### src/hw/rtl/rfifo_pkg.sv
package rfifo_pkg;

	localparam int unsigned OP_W     = 3;
	localparam int unsigned POS_W    = 4;
	localparam int unsigned DATA_W   = 32;
	localparam int unsigned STATUS_W = 2;
	localparam int unsigned COUNT_W  = 5;

	localparam logic [OP_W-1:0] OP_PUSH   = 3'd0;
	localparam logic [OP_W-1:0] OP_POP    = 3'd1;
	localparam logic [OP_W-1:0] OP_READ   = 3'd2;
	localparam logic [OP_W-1:0] OP_WRITE  = 3'd3;
	localparam logic [OP_W-1:0] OP_INSERT = 3'd4;
	localparam logic [OP_W-1:0] OP_DELETE = 3'd5;

	localparam logic [STATUS_W-1:0] ST_OK    = 2'd0;
	localparam logic [STATUS_W-1:0] ST_FULL  = 2'd1;
	localparam logic [STATUS_W-1:0] ST_EMPTY = 2'd2;
	localparam logic [STATUS_W-1:0] ST_RANGE = 2'd3;

	typedef struct packed {
		logic [OP_W-1:0]   operation;
		logic [POS_W-1:0]  position;
		logic [DATA_W-1:0] data_in;
	} req_t;

	typedef struct packed {
		logic [DATA_W-1:0]   read_data;
		logic [STATUS_W-1:0] status;
		logic [COUNT_W-1:0]  count;
	} rsp_t;

endpackage

### src/hw/rtl/rfifo_req_if.sv
interface rfifo_req_if import rfifo_pkg::*; ();

	logic valid;
	logic ready;
	req_t payload;

	modport source (output valid, output payload, input ready);
	modport sink (input valid, input payload, output ready);

endinterface

### src/hw/rtl/rfifo_rsp_if.sv
interface rfifo_rsp_if import rfifo_pkg::*; ();

	logic valid;
	logic ready;
	rsp_t payload;

	modport source (output valid, output payload, input ready);
	modport sink (input valid, input payload, output ready);

endinterface

### src/hw/rtl/ring_fifo_with_indexed_access.sv
// Ring FIFO with indexed access. Each request beat on req is one operation:
// push, pop, read, write, insert or delete at a position counted from the
// head. Each request produces exactly one response beat on rsp with the read
// data, a status (ok, full, empty, out of range) and the count afterwards.
// Refused requests change nothing and return zero data.
// Sequencing: a request is taken only while the sequencer is idle. Push,
// write and refused requests go from the execute state to the done state;
// pop and read first wait for one registered memory read, delete adds one
// shift step per entry moved forward, and insert adds one shift step per
// entry moved back and a final write of the new entry. The shifts are
// bounded by the single storage RAM, which does one read and one write per
// cycle.
// The response sits in an output register; a new request is accepted while
// it waits, and a finished operation holds in its last state until the
// receiver takes the pending beat.
// Reset empties the queue and clears the head; storage contents are not
// cleared and no clearing pass is needed.
module ring_fifo_with_indexed_access import rfifo_pkg::*; #(
	parameter int unsigned DEPTH      = 16,
	parameter int unsigned DATA_WIDTH = 32
) (
	input  logic        clk,
	input  logic        arst_n,
	rfifo_req_if.sink   req,
	rfifo_rsp_if.source rsp
);

	localparam int unsigned AW = (DEPTH > 1) ? $clog2(DEPTH) : 1;
	localparam int unsigned FW = $clog2(DEPTH + 1);
	localparam int unsigned CW = (FW > POS_W) ? FW : POS_W;
	localparam logic [AW-1:0] LAST_SLOT = AW'(DEPTH - 1);
	localparam logic [FW:0]   DEPTH_X   = (FW + 1)'(DEPTH);
	localparam logic [FW-1:0] DEPTH_F   = FW'(DEPTH);

	localparam logic [2:0] S_IDLE   = 3'd0;
	localparam logic [2:0] S_EXEC   = 3'd1;
	localparam logic [2:0] S_RDWAIT = 3'd2;
	localparam logic [2:0] S_SHIFT  = 3'd3;
	localparam logic [2:0] S_INSFIN = 3'd4;
	localparam logic [2:0] S_DONE   = 3'd5;

	logic [2:0]            state_q;
	logic [OP_W-1:0]       op_q;
	logic [POS_W-1:0]      pos_q;
	logic [DATA_W-1:0]     din_q;
	logic [AW-1:0]         head_q;
	logic [FW-1:0]         fill_q;
	logic [AW-1:0]         rd_slot_q;
	logic [AW-1:0]         wr_slot_q;
	logic [FW-1:0]         cnt_q;
	logic [DATA_W-1:0]     res_data_q;
	logic [STATUS_W-1:0]   res_status_q;
	rsp_t                  out_q;
	logic                  out_valid_q;

	logic [DATA_WIDTH-1:0] mem_q [DEPTH];
	logic [DATA_WIDTH-1:0] mem_rd_q;

	logic                  mem_we;
	logic [AW-1:0]         mem_wa;
	logic [AW-1:0]         mem_ra;
	logic [DATA_WIDTH-1:0] mem_wd;

	logic [FW-1:0]         slot_idx;
	logic [FW:0]           slot_sum;
	logic [AW-1:0]         slot;
	logic [AW-1:0]         slot_inc;
	logic [AW-1:0]         rd_step;
	logic [STATUS_W-1:0]   exec_status;
	logic [CW-1:0]         pos_w;
	logic [CW-1:0]         fill_w;
	logic                  out_free;

	function automatic logic [AW-1:0] wrap_inc(input logic [AW-1:0] x);
		return (x == LAST_SLOT) ? '0 : x + AW'(1);
	endfunction

	function automatic logic [AW-1:0] wrap_dec(input logic [AW-1:0] x);
		return (x == '0) ? LAST_SLOT : x - AW'(1);
	endfunction

	assign pos_w  = CW'(pos_q);
	assign fill_w = CW'(fill_q);

	// Shared slot unit: physical slot of a logical index. The index never
	// reaches DEPTH on a used path, so one conditional subtract wraps it.
	always_comb begin
		case (op_q)
			OP_PUSH:   slot_idx = fill_q;
			OP_POP:    slot_idx = '0;
			OP_INSERT: slot_idx = fill_q - FW'(1);
			default:   slot_idx = FW'(pos_q);
		endcase
		slot_sum = (FW + 1)'(head_q) + (FW + 1)'(slot_idx);
		if (slot_sum >= DEPTH_X) begin
			slot = AW'(slot_sum - DEPTH_X);
		end else begin
			slot = AW'(slot_sum);
		end
		slot_inc = wrap_inc(slot);
	end

	always_comb begin
		unique case (op_q)
			OP_PUSH: begin
				exec_status = (fill_q == DEPTH_F) ? ST_FULL : ST_OK;
			end
			OP_POP: begin
				exec_status = (fill_q == '0) ? ST_EMPTY : ST_OK;
			end
			OP_READ, OP_WRITE, OP_DELETE: begin
				if (fill_q == '0) begin
					exec_status = ST_EMPTY;
				end else if (pos_w >= fill_w) begin
					exec_status = ST_RANGE;
				end else begin
					exec_status = ST_OK;
				end
			end
			OP_INSERT: begin
				if (fill_q == DEPTH_F) begin
					exec_status = ST_FULL;
				end else if (pos_w >= fill_w) begin
					exec_status = ST_RANGE;
				end else begin
					exec_status = ST_OK;
				end
			end
			default: exec_status = ST_RANGE;
		endcase
	end

	assign rd_step = (op_q == OP_DELETE) ? wrap_inc(rd_slot_q) : wrap_dec(rd_slot_q);

	always_comb begin
		mem_we = 1'b0;
		mem_wa = slot;
		mem_wd = DATA_WIDTH'(din_q);
		mem_ra = slot;
		unique case (state_q)
			S_EXEC: begin
				mem_we = (exec_status == ST_OK) && (op_q == OP_PUSH || op_q == OP_WRITE);
				if (op_q == OP_DELETE) begin
					mem_ra = slot_inc;
				end
			end
			S_SHIFT: begin
				mem_we = 1'b1;
				mem_wa = wr_slot_q;
				mem_wd = mem_rd_q;
				mem_ra = rd_step;
			end
			S_INSFIN: begin
				mem_we = 1'b1;
				mem_wa = wr_slot_q;
			end
			default: ;
		endcase
	end

	always_ff @(posedge clk) begin
		if (mem_we) begin
			mem_q[mem_wa] <= mem_wd;
		end
		mem_rd_q <= mem_q[mem_ra];
	end

	assign req.ready   = (state_q == S_IDLE);
	assign rsp.valid   = out_valid_q;
	assign rsp.payload = out_q;
	assign out_free    = !out_valid_q || rsp.ready;

	always_ff @(posedge clk) begin
		if (state_q == S_IDLE && req.valid) begin
			op_q  <= req.payload.operation;
			pos_q <= req.payload.position;
			din_q <= req.payload.data_in;
		end
	end

	always_ff @(posedge clk or negedge arst_n) begin
		if (!arst_n) begin
			state_q      <= S_IDLE;
			head_q       <= '0;
			fill_q       <= '0;
			out_valid_q  <= 1'b0;
			out_q        <= '0;
			rd_slot_q    <= '0;
			wr_slot_q    <= '0;
			cnt_q        <= '0;
			res_data_q   <= '0;
			res_status_q <= ST_OK;
		end else begin
			if (rsp.ready) begin
				out_valid_q <= 1'b0;
			end
			unique case (state_q)
				S_IDLE: begin
					if (req.valid) begin
						state_q <= S_EXEC;
					end
				end
				S_EXEC: begin
					res_data_q   <= '0;
					res_status_q <= exec_status;
					state_q      <= S_DONE;
					if (exec_status == ST_OK) begin
						case (op_q)
							OP_PUSH: fill_q <= fill_q + FW'(1);
							OP_POP: begin
								head_q  <= wrap_inc(head_q);
								fill_q  <= fill_q - FW'(1);
								state_q <= S_RDWAIT;
							end
							OP_READ: state_q <= S_RDWAIT;
							OP_DELETE: begin
								wr_slot_q <= slot;
								rd_slot_q <= slot_inc;
								cnt_q     <= FW'(fill_w - pos_w) - FW'(1);
								if (FW'(fill_w - pos_w) == FW'(1)) begin
									fill_q <= fill_q - FW'(1);
								end else begin
									state_q <= S_SHIFT;
								end
							end
							OP_INSERT: begin
								rd_slot_q <= slot;
								wr_slot_q <= slot_inc;
								cnt_q     <= FW'(fill_w - pos_w);
								state_q   <= S_SHIFT;
							end
							default: ;
						endcase
					end
				end
				S_RDWAIT: begin
					res_data_q <= DATA_W'(mem_rd_q);
					state_q    <= S_DONE;
				end
				S_SHIFT: begin
					// Each beat of the shift copies one entry and reads the next.
					wr_slot_q <= rd_slot_q;
					rd_slot_q <= rd_step;
					cnt_q     <= cnt_q - FW'(1);
					if (cnt_q == FW'(1)) begin
						if (op_q == OP_DELETE) begin
							fill_q  <= fill_q - FW'(1);
							state_q <= S_DONE;
						end else begin
							state_q <= S_INSFIN;
						end
					end
				end
				S_INSFIN: begin
					fill_q  <= fill_q + FW'(1);
					state_q <= S_DONE;
				end
				S_DONE: begin
					if (out_free) begin
						out_q.read_data <= res_data_q;
						out_q.status    <= res_status_q;
						out_q.count     <= COUNT_W'(fill_q);
						out_valid_q     <= 1'b1;
						state_q         <= S_IDLE;
					end
				end
				default: state_q <= S_IDLE;
			endcase
		end
	end

endmodule

### src/flat_wrapper.sv
// flat-port wrapper written by rule: the top's interface ports become plain ports
module ring_fifo_with_indexed_access_flat import rfifo_pkg::*;
#(
	parameter int unsigned DEPTH      = 16,
	parameter int unsigned DATA_WIDTH = 32
)
  (clk, arst_n, req_valid, req_payload, req_ready, rsp_valid, rsp_payload, rsp_ready);
  rfifo_req_if req_i ();
  rfifo_rsp_if rsp_i ();
  input  logic clk;
  input  logic arst_n;
  input wire logic [$bits(req_i.valid)-1:0] req_valid;
  input wire logic [$bits(req_i.payload)-1:0] req_payload;
  output wire logic [$bits(req_i.ready)-1:0] req_ready;
  output wire logic [$bits(rsp_i.valid)-1:0] rsp_valid;
  output wire logic [$bits(rsp_i.payload)-1:0] rsp_payload;
  input wire logic [$bits(rsp_i.ready)-1:0] rsp_ready;
  assign req_i.valid = req_valid;
  assign req_i.payload = req_payload;
  assign req_ready = req_i.ready;
  assign rsp_valid = rsp_i.valid;
  assign rsp_payload = rsp_i.payload;
  assign rsp_i.ready = rsp_ready;
  ring_fifo_with_indexed_access #(.DEPTH(DEPTH), .DATA_WIDTH(DATA_WIDTH)) u_core (.clk(clk), .arst_n(arst_n), .req(req_i), .rsp(rsp_i));
endmodule
### config.mk
export PLATFORM = sky130hd
export DESIGN_NAME = ring_fifo_with_indexed_access_flat
export DESIGN_NICKNAME = d
export VERILOG_FILES = /design/src/hw/rtl/rfifo_pkg.sv /design/src/hw/rtl/rfifo_req_if.sv /design/src/hw/rtl/rfifo_rsp_if.sv /design/src/hw/rtl/ring_fifo_with_indexed_access.sv /design/src/flat_wrapper.sv
export SDC_FILE = /design/constraint.sdc
export NUM_CORES = 1
export LEC_CHECK = 0
export BUFFER_PORTS_ARGS = -buffer_cell sky130_fd_sc_hd__buf_4
export CAP_MARGIN = 20
export CORE_MARGIN = 5
export CORE_UTILIZATION = 55
export DETAILED_ROUTE_END_ITERATION = 10
export HOLD_SLACK_MARGIN = 0.08
export PLACE_DENSITY_LB_ADDON = 0.2
export SETUP_SLACK_MARGIN = 0.3
export SYNTH_ARGS = -nofsm -noshare
export SYNTH_HDL_FRONTEND = slang
export SYNTH_SLANG_ARGS = --single-unit
### constraint.sdc
create_clock -name clk -period 6.2 [get_ports clk]
set_input_delay 0.62 -clock clk [delete_from_list [all_inputs] [get_ports clk]]
set_output_delay 0.62 -clock clk [all_outputs]
set_load 0.005 [all_outputs]
==> flow_summary.json, run 1 <==
{
  "finalSetupViolCount": 0,
  "die_h_um": 233,
  "antenna_found_initial": 0,
  "required_ns": 6.68,
  "endpoint_kind": "register",
  "synth_ff_type": "edfxtp_1",
  "cts_buffers": 70,
  "rows": 81,
  "drive_gt1_share_pct": 17.6,
  "cp_data_arrival_time_ns": 5.54,
  "finClkSkew_ns": 0.0188,
  "route.layer.met1.wl_mm": 27.2,
  "hold_path.class": "in -> async",
  "grt_start_max_net_pins": 71,
  "cts_tree": "built",
  "cp_cell_sequence": "nor2_1 > a22o_1 > ha_1 > inv_1 > fa_1 > inv_1 > ha_1 > nor4_1 > a221oi_2 > nor3_4 > buf_4 > a32o_1 > a221oi_1 > mux2_4",
  "crit_type": "reg -> reg",
  "cp_top_family": "simple AND/OR/NAND/NOR gates",
  "route.met2.wl_mm": 29.3,
  "powerDensity_nw_per_um2": 592,
  "via_per_inst": 6.05,
  "syn-num-nets": 1827,
  "power_mw": 18.5,
  "core_um2": 49200,
  "cap_viol_max_count": 0,
  "netlist_area_um2": 27400,
  "ys_warn_count": 0,
  "hpwl_mm": 33.3,
  "area.growth.synth_to_final_pct": 14.2,
  "status": "finished, final reports clean",
  "period_share_pct": 81.6,
  "ctsResizeCount": 0,
  "num_vias": 15600,
  "dieArea_um2": 54400,
  "cts.sink_count": 682,
  "reg2regPathDepth": 14,
  "cts.hold.buffers_added": 0,
  "r2r-start": "u_core.op_q[1]",
  "leakage_nw": 11.6,
  "globalRouteOverflowTotal": 0,
  "worst-path-buf-inv": 3,
  "place_congestion": 0.819,
  "grt_pass1_wl_mm": 94.4,
  "dpl-instance-area_um2": 29000,
  "cts.clk_slew.worst_paths_ns": 0.06,
  "fin_area_um2": 31300,
  "diodes": 0,
  "nets": 1922,
  "antenna_left": 0,
  "ios": 84,
  "critPathMaxStageDelay_ns": 0.73,
  "initial_core_util_pct": 55.8,
  "cp.depth": 14,
  "max_slew_margin_pct": 27.6,
  "startpoint_type": "register",
  "top_layer_used": "met4",
  "min_period_ns": 5.06,
  "routed_wl_mm": 62.1,
  "cts_root_buffer": "clkbuf_16",
  "slowest_stage": "buf_4",
  "htree_levels": 3,
  "ys_seq_area_share_pct": 71.7,
  "hold_viol_final": 0,
  "peakVddDrop_mv": 0.849,
  "fp.dieW_um": 233,
  "first_pass_iters": 6,
  "routedWlPerCell_um": 24.1,
  "avgSynthCellArea_um2": 15.5,
  "ys_types": 63,
  "grt_usage_pct": 22.9,
  "grt_pass1_vias": 15700,
  "cts_setup_buffers": 0,
  "r2r_end": "u_core.mem_rd_q[13]",
  "critPathMaxFanout": 64,
  "clock_path_buffers": 3,
  "reg2reg_slack_ns": 1.14,
  "synth_edf_count": 551,
  "synth_seq_cells": 682,
  "drv_slew": 0,
  "worstMarginPinSlew_ns": 1.08,
  "io_buffers": 83,
  "drtIter0Drc": 1459,
  "synthArstFlopShare_pct": 14.5,
  "fin_tns_setup_ns": 0,
  "drc_errors": 0,
  "wl_met3_mm": 4.32,
  "fmax_ghz": 0.198,
  "rsz0062_at_grt": "no",
  "insertion_delay_ns": 0.60,
  "syn_inst": 1764
}
kinds of logic after synthesis:
kind of cell | share of synthesized area [%]
mux | 10.7
compound gates | 7.98
flops | 71.7
simple gates | 5.69
fa+ha+maj | 0.968
xor+xnor | 0.794
buf+inv | 2.09
report_power, final:
| group | total, mW | switching [mW] | internal, mW |
|---|---|---|---|
| Clock | 4.17 | 1.69 | 2.48 |
| Combinational | 7.91 | 4.49 | 3.42 |
| Sequential | 6.44 | 0.421 | 6.02 |
| Total | 18.5 | 6.60 | 11.9 |
registers in the layout, summed over array words and instances (netlist names):
register,flops
u_core.cnt_q,5
u_core.din_q,32
u_core.fill_q,5
u_core.head_q,4
u_core.mem_q,512
u_core.mem_rd_q,32
u_core.op_q,3
u_core.pos_q,4
u_core.rd_slot_q,4
u_core.res_data_q,32
u_core.res_status_q,2
u_core.rsp.payload,39
u_core.rsp.valid,1
u_core.state_q,3
u_core.wr_slot_q,4
routing by layer:
| layer | vias up | GRT usage, % |
|---|---|---|
| met2 | 585 | 37.2 |
| met5 | - | 0 |
| li1 | 6996 | - |
| met4 | 0 | 5.74 |
| met3 | 105 | 4.38 |
| met1 | 7928 | 32.5 |
worst max-delay path by stage:
stage | startpoint | end
after global routing | u_core.op_q[1] | u_core.mem_rd_q[30]
after floorplan | u_core.op_q[2] | u_core.mem_q[15][0]
final | u_core.op_q[1] | u_core.mem_rd_q[13]
after global placement | u_core.op_q[1] | u_core.mem_q[10][16]
after detailed placement | u_core.op_q[1] | u_core.mem_q[10][16]
after CTS | u_core.op_q[1] | u_core.mem_q[10][30]
cells in the final DEF, fill, tap and decap left out, drive strengths merged, types with 3 or more instances in the layout:
master and instances:
a221oi 65, o211ai 3, a21o 5, mux2i 201, ha 18, o31ai 3, buf 123, bufinv 4
nor3 8, xnor2 16, clkinv 26, o21a 6, dfrtp 99, a21oi 28, dfxtp 32, clkbuf 98
a32o 65, nand4 5, a22o 34, nor2 51, nor2b 3, nand3 10, o21bai 3, nand2 255
edfxtp 551, mux2 73, inv 28, xor2 8, a32oi 4, a31oi 4, o21ai 27, nor4 7
nor4b 3, nand2b 8, a211oi 8, nor3b 4
stage by stage:
stage / hold slack, ns / utilization [%] / std cells / setup slack (ns)
2_1_floorplan: 0.324 / - / 1764 / 1.43
3_3_place_gp: 0.464 / 59.0 / 2451 / 1.43
3_5_place_dp: 0.470 / 59.0 / 2451 / 1.24
4_1_cts: 0.0880 / 63.7 / 2581 / 1.25
5_1_grt: 0.121 / 63.7 / 2581 / 0.890
6_report: 0.0725 / 63.7 / 2581 / 1.14
Yosys cell counts, types with 3 or more instances:
library cell	n	area share (%)
a211oi_1	7	0.19
inv_1	28	0.38
a21o_1	5	0.14
a21oi_1	28	0.51
nand3_1	10	0.18
buf_4	8	0.22
a32o_1	65	2.4
nor2b_1	3	0.068
nand2b_1	8	0.18
a31oi_1	4	0.091
o211ai_1	3	0.082
buf_2	32	0.58
nor4b_1	3	0.096
nand2_1	255	3.5
nor3_1	7	0.13
nor4_1	6	0.14
ha_1	18	0.82
xor2_1	8	0.26
buf_6	3	0.12
mux2_4	30	1.6
dfrtp_1	99	9.0
a32oi_1	4	0.13
a22o_1	34	1.1
edfxtp_1	551	60
clkbuf_1	55	0.75
o21ai_0	26	0.47
o21a_1	6	0.16
o31ai_1	3	0.082
nand4_1	5	0.11
mux2i_1	201	7.3
mux2_2	43	1.8
dfxtp_1	32	2.3
xnor2_1	15	0.48
nor2_1	51	0.70
a221oi_1	64	2.0
o21bai_1	3	0.082
nor3b_1	4	0.11
cell type report:
| class | instances | area, µm² |
|---|---|---|
| fill | 3488 | 17900 |
| timing repair buffer | 123 | 1040 |
| inverter | 28 | 105 |
| clock inverter | 32 | 278 |
| tap | 664 | 831 |
| clock buffer | 98 | 2040 |
| sequential | 682 | 19700 |
| multi-input combinational | 954 | 7340 |
No activity file was read; power rests on OpenSTA's default activity.
==> run 2: changes to the inputs <==
==> constraint.sdc (replaced) <==
create_clock -name clk -period 4.3 [get_ports clk]
set_input_delay 0.43 -clock clk [delete_from_list [all_inputs] [get_ports clk]]
set_output_delay 0.43 -clock clk [all_outputs]
set_load 0.005 [all_outputs]
==> run 2 against run 1 <==
  * Non-clock buffer count up 87
  * Final cell count up 3.4%
  * Via count up 2.0%
  * Clock-buffer cell count up 7
  * Clock skew about the same
  * Wire length up 1.9%
  * Setup slack worse by 0.65 ns
==> flow_summary.json, run 2 (synthesized netlist as in run 1, its figures left out) <==
{
  "reg2regPathDepth": 15,
  "die_h_um": 233,
  "stdcell_count": 2669,
  "cp_data_arrival_time_ns": 4.31,
  "cts_tree": "built",
  "top_register": "u_core.mem_q",
  "finalSetupViolCount": 0,
  "hold_path.class": "in -> reg",
  "num_vias": 15900,
  "globalRouteOverflowTotal": 0,
  "io_buffers": 83,
  "power_mw": 27.8,
  "fmax_ghz": 0.262,
  "layout_commonest_cell": "edfxtp_1",
  "powerDensity_nw_per_um2": 858,
  "min_period_ns": 3.81,
  "critPathMaxStageDelay_ns": 0.51,
  "area.growth.synth_to_final_pct": 18.2,
  "slowest_stage": "edfxtp_1",
  "cp-startpoint": "u_core.op_q[2]",
  "ios": 84,
  "crit_type": "reg -> reg",
  "dieArea_um2": 54400,
  "clock_path_buffers": 3,
  "place_inst": 2484,
  "cts_root_buffer": "clkbuf_16",
  "hpwl_mm": 35.0,
  "period_share_pct": 88.6,
  "r2r-start": "u_core.op_q[2]",
  "grt_pass1_vias": 16100,
  "antenna_found_initial": 0,
  "hold_viol_final": 0,
  "drive_gt1_share_pct": 19.3,
  "drtIter0Drc": 1607,
  "rsz0062_at_grt": "yes",
  "cts_buffers": 71,
  "leakage_nw": 12.1,
  "layout_common_cells": "edfxtp_1 (551), nand2_1 (255), mux2i_1 (201), buf_4 (139), dfrtp_1 (98)",
  "rows": 81,
  "cts.sink_count": 682,
  "endpoint_kind": "register",
  "initial_core_util_pct": 55.8,
  "status": "finished, final reports clean",
  "peakVddDrop_mv": 0.838,
  "startpoint_type": "register",
  "worstMarginPinSlew_ns": 1.10,
  "finClkSkew_ns": 0.0186,
  "diodes": 0,
  "drc_errors": 0,
  "reg2reg_slack_ns": 0.49,
  "cp_top_family": "compound AO/OA/AOI/OAI gates",
  "place_congestion": 0.839,
  "grt_start_max_net_pins": 65,
  "grt_usage_pct": 23.3,
  "r2r_end": "u_core.mem_rd_q[16]",
  "drv_slew": 0,
  "htree_levels": 3,
  "first_pass_iters": 6,
  "fp.dieW_um": 233,
  "cp_cell_sequence": "nand2_1 > nand2_1 > a22o_1 > ha_1 > inv_1 > fa_1 > buf_4 > nor2_1 > o21ai_0 > nor2_1 > o21ai_0 > a211oi_4 > buf_12 > buf_6 > mux2_4",
  "nets": 2010,
  "via_per_inst": 5.97,
  "required_ns": 4.79,
  "grt_pass1_wl_mm": 96.6,
  "antenna_left": 0,
  "crit_path_end": "u_core.mem_rd_q[16]",
  "routedWlPerCell_um": 23.7,
  "cts.clk_slew.worst_paths_ns": 0.06,
  "core_um2": 49200,
  "worst-path-buf-inv": 4,
  "largest_reg_flops": 512,
  "cap_viol_max_count": 0,
  "insertion_delay_ns": 0.61,
  "routed_wl_mm": 63.3,
  "cp.depth": 15,
  "critPathMaxFanout": 14,
  "max_slew_margin_pct": 26.6
}
-- run 2: cell count changes in the layout (fill, tap and decap cells not counted), moves of 2 or more --
cell	previous run	this run
a221oi_2	1	4
buf_12	9	23
dlygate4sd3_1	0	41
clkbuf_1	15	24
nor4_1	6	4
buf_6	0	3
inv_6	0	3
clkinv_2	16	5
clkbuf_8	8	10
a221oi_1	64	61
buf_4	114	139
bufinv_16	4	6
-- run 2: worst min path at each step --
| stage | startpoint | end | slack, ns | cells after the start |
|---|---|---|---|---|
| floorplan | arst_n | u_core.cnt_q[0] | 0.13 | 0 |
| global placement | u_core.wr_slot_q[3] | u_core.wr_slot_q[3] | 0.47 | 2 |
| detailed placement | u_core.mem_rd_q[9] | u_core.res_data_q[9] | 0.47 | 1 |
| CTS | rsp_ready | u_core.rsp.valid | 0.21 | 3 |
| global route | rsp_ready | u_core.rsp.valid | 0.26 | 3 |
| finish | rsp_ready | u_core.rsp.valid | 0.23 | 3 |
-- run 2: stage by stage --
stage / setup slack (ns) / hold slack [ns] / area [µm²] / TNS, ns / util [%]
5_1_grt: 0.280 / 0.265 / 32400 / 0 / 65.9
3_5_place_dp: 0.202 / 0.470 / 29400 / 0 / 59.8
4_1_cts: 0.311 / 0.208 / 32200 / 0 / 65.4
6_report: 0.489 / 0.230 / 32400 / 0 / 65.9
2_1_floorplan: -0.0707 / 0.134 / 27500 / -9.91 / -
3_3_place_gp: 0.292 / 0.467 / 29400 / 0 / 59.8
-- run 2: worst reg2reg max path: stages, from the launching register on --
cell	delay, ns
edfxtp_1	0.51
nand2_1	0.18
nand2_1	0.10
a22o_1	0.24
ha_1	0.20
inv_1	0.08
fa_1	0.44
buf_4	0.18
nor2_1	0.24
o21ai_0	0.20
nor2_1	0.11
o21ai_0	0.14
a211oi_4	0.30
buf_12	0.17
buf_6	0.25
mux2_4	0.36
-- run 2: per-layer routing --
layer	global-route usage, %	up-vias	part of all wire [%]
li1	-	7182	-
met3	3.60	109	6.3
met1	33.4	8055	43
met2	37.6	580	48
met4	6.70	0	2.4
met5	0	-	0
-- run 2: area by class of cell --
cell class | count | area [µm²]
Clock buffer | 105 | 2000
Clock inverter | 26 | 340
Fill cell | 3381 | 16800
Inverter | 28 | 105
Multi-Input combinational cell | 954 | 7390
Sequential cell | 682 | 19700
Tap cell | 664 | 831
Timing Repair Buffer | 210 | 2050
-- run 2: repair_timing --
| action | in CTS | in global routing |
|---|---|---|
| pin swaps | 0 | 5 |
| endpoints found under the hold margin | 99 | 0 |
| gates cloned | 0 | 3 |
| hold buffers | 41 | 0 |
| setup buffers | 1 | 8 |
| setup endpoints to repair | 30 | 163 |
| gates resized for setup | 2 | 13 |
-- run 2: report_power, final --
part	internal (mW)	switching, mW	total, mW
Sequential	8.68	0.582	9.26
Clock	3.62	2.49	6.11
Combinational	5.62	6.80	12.4
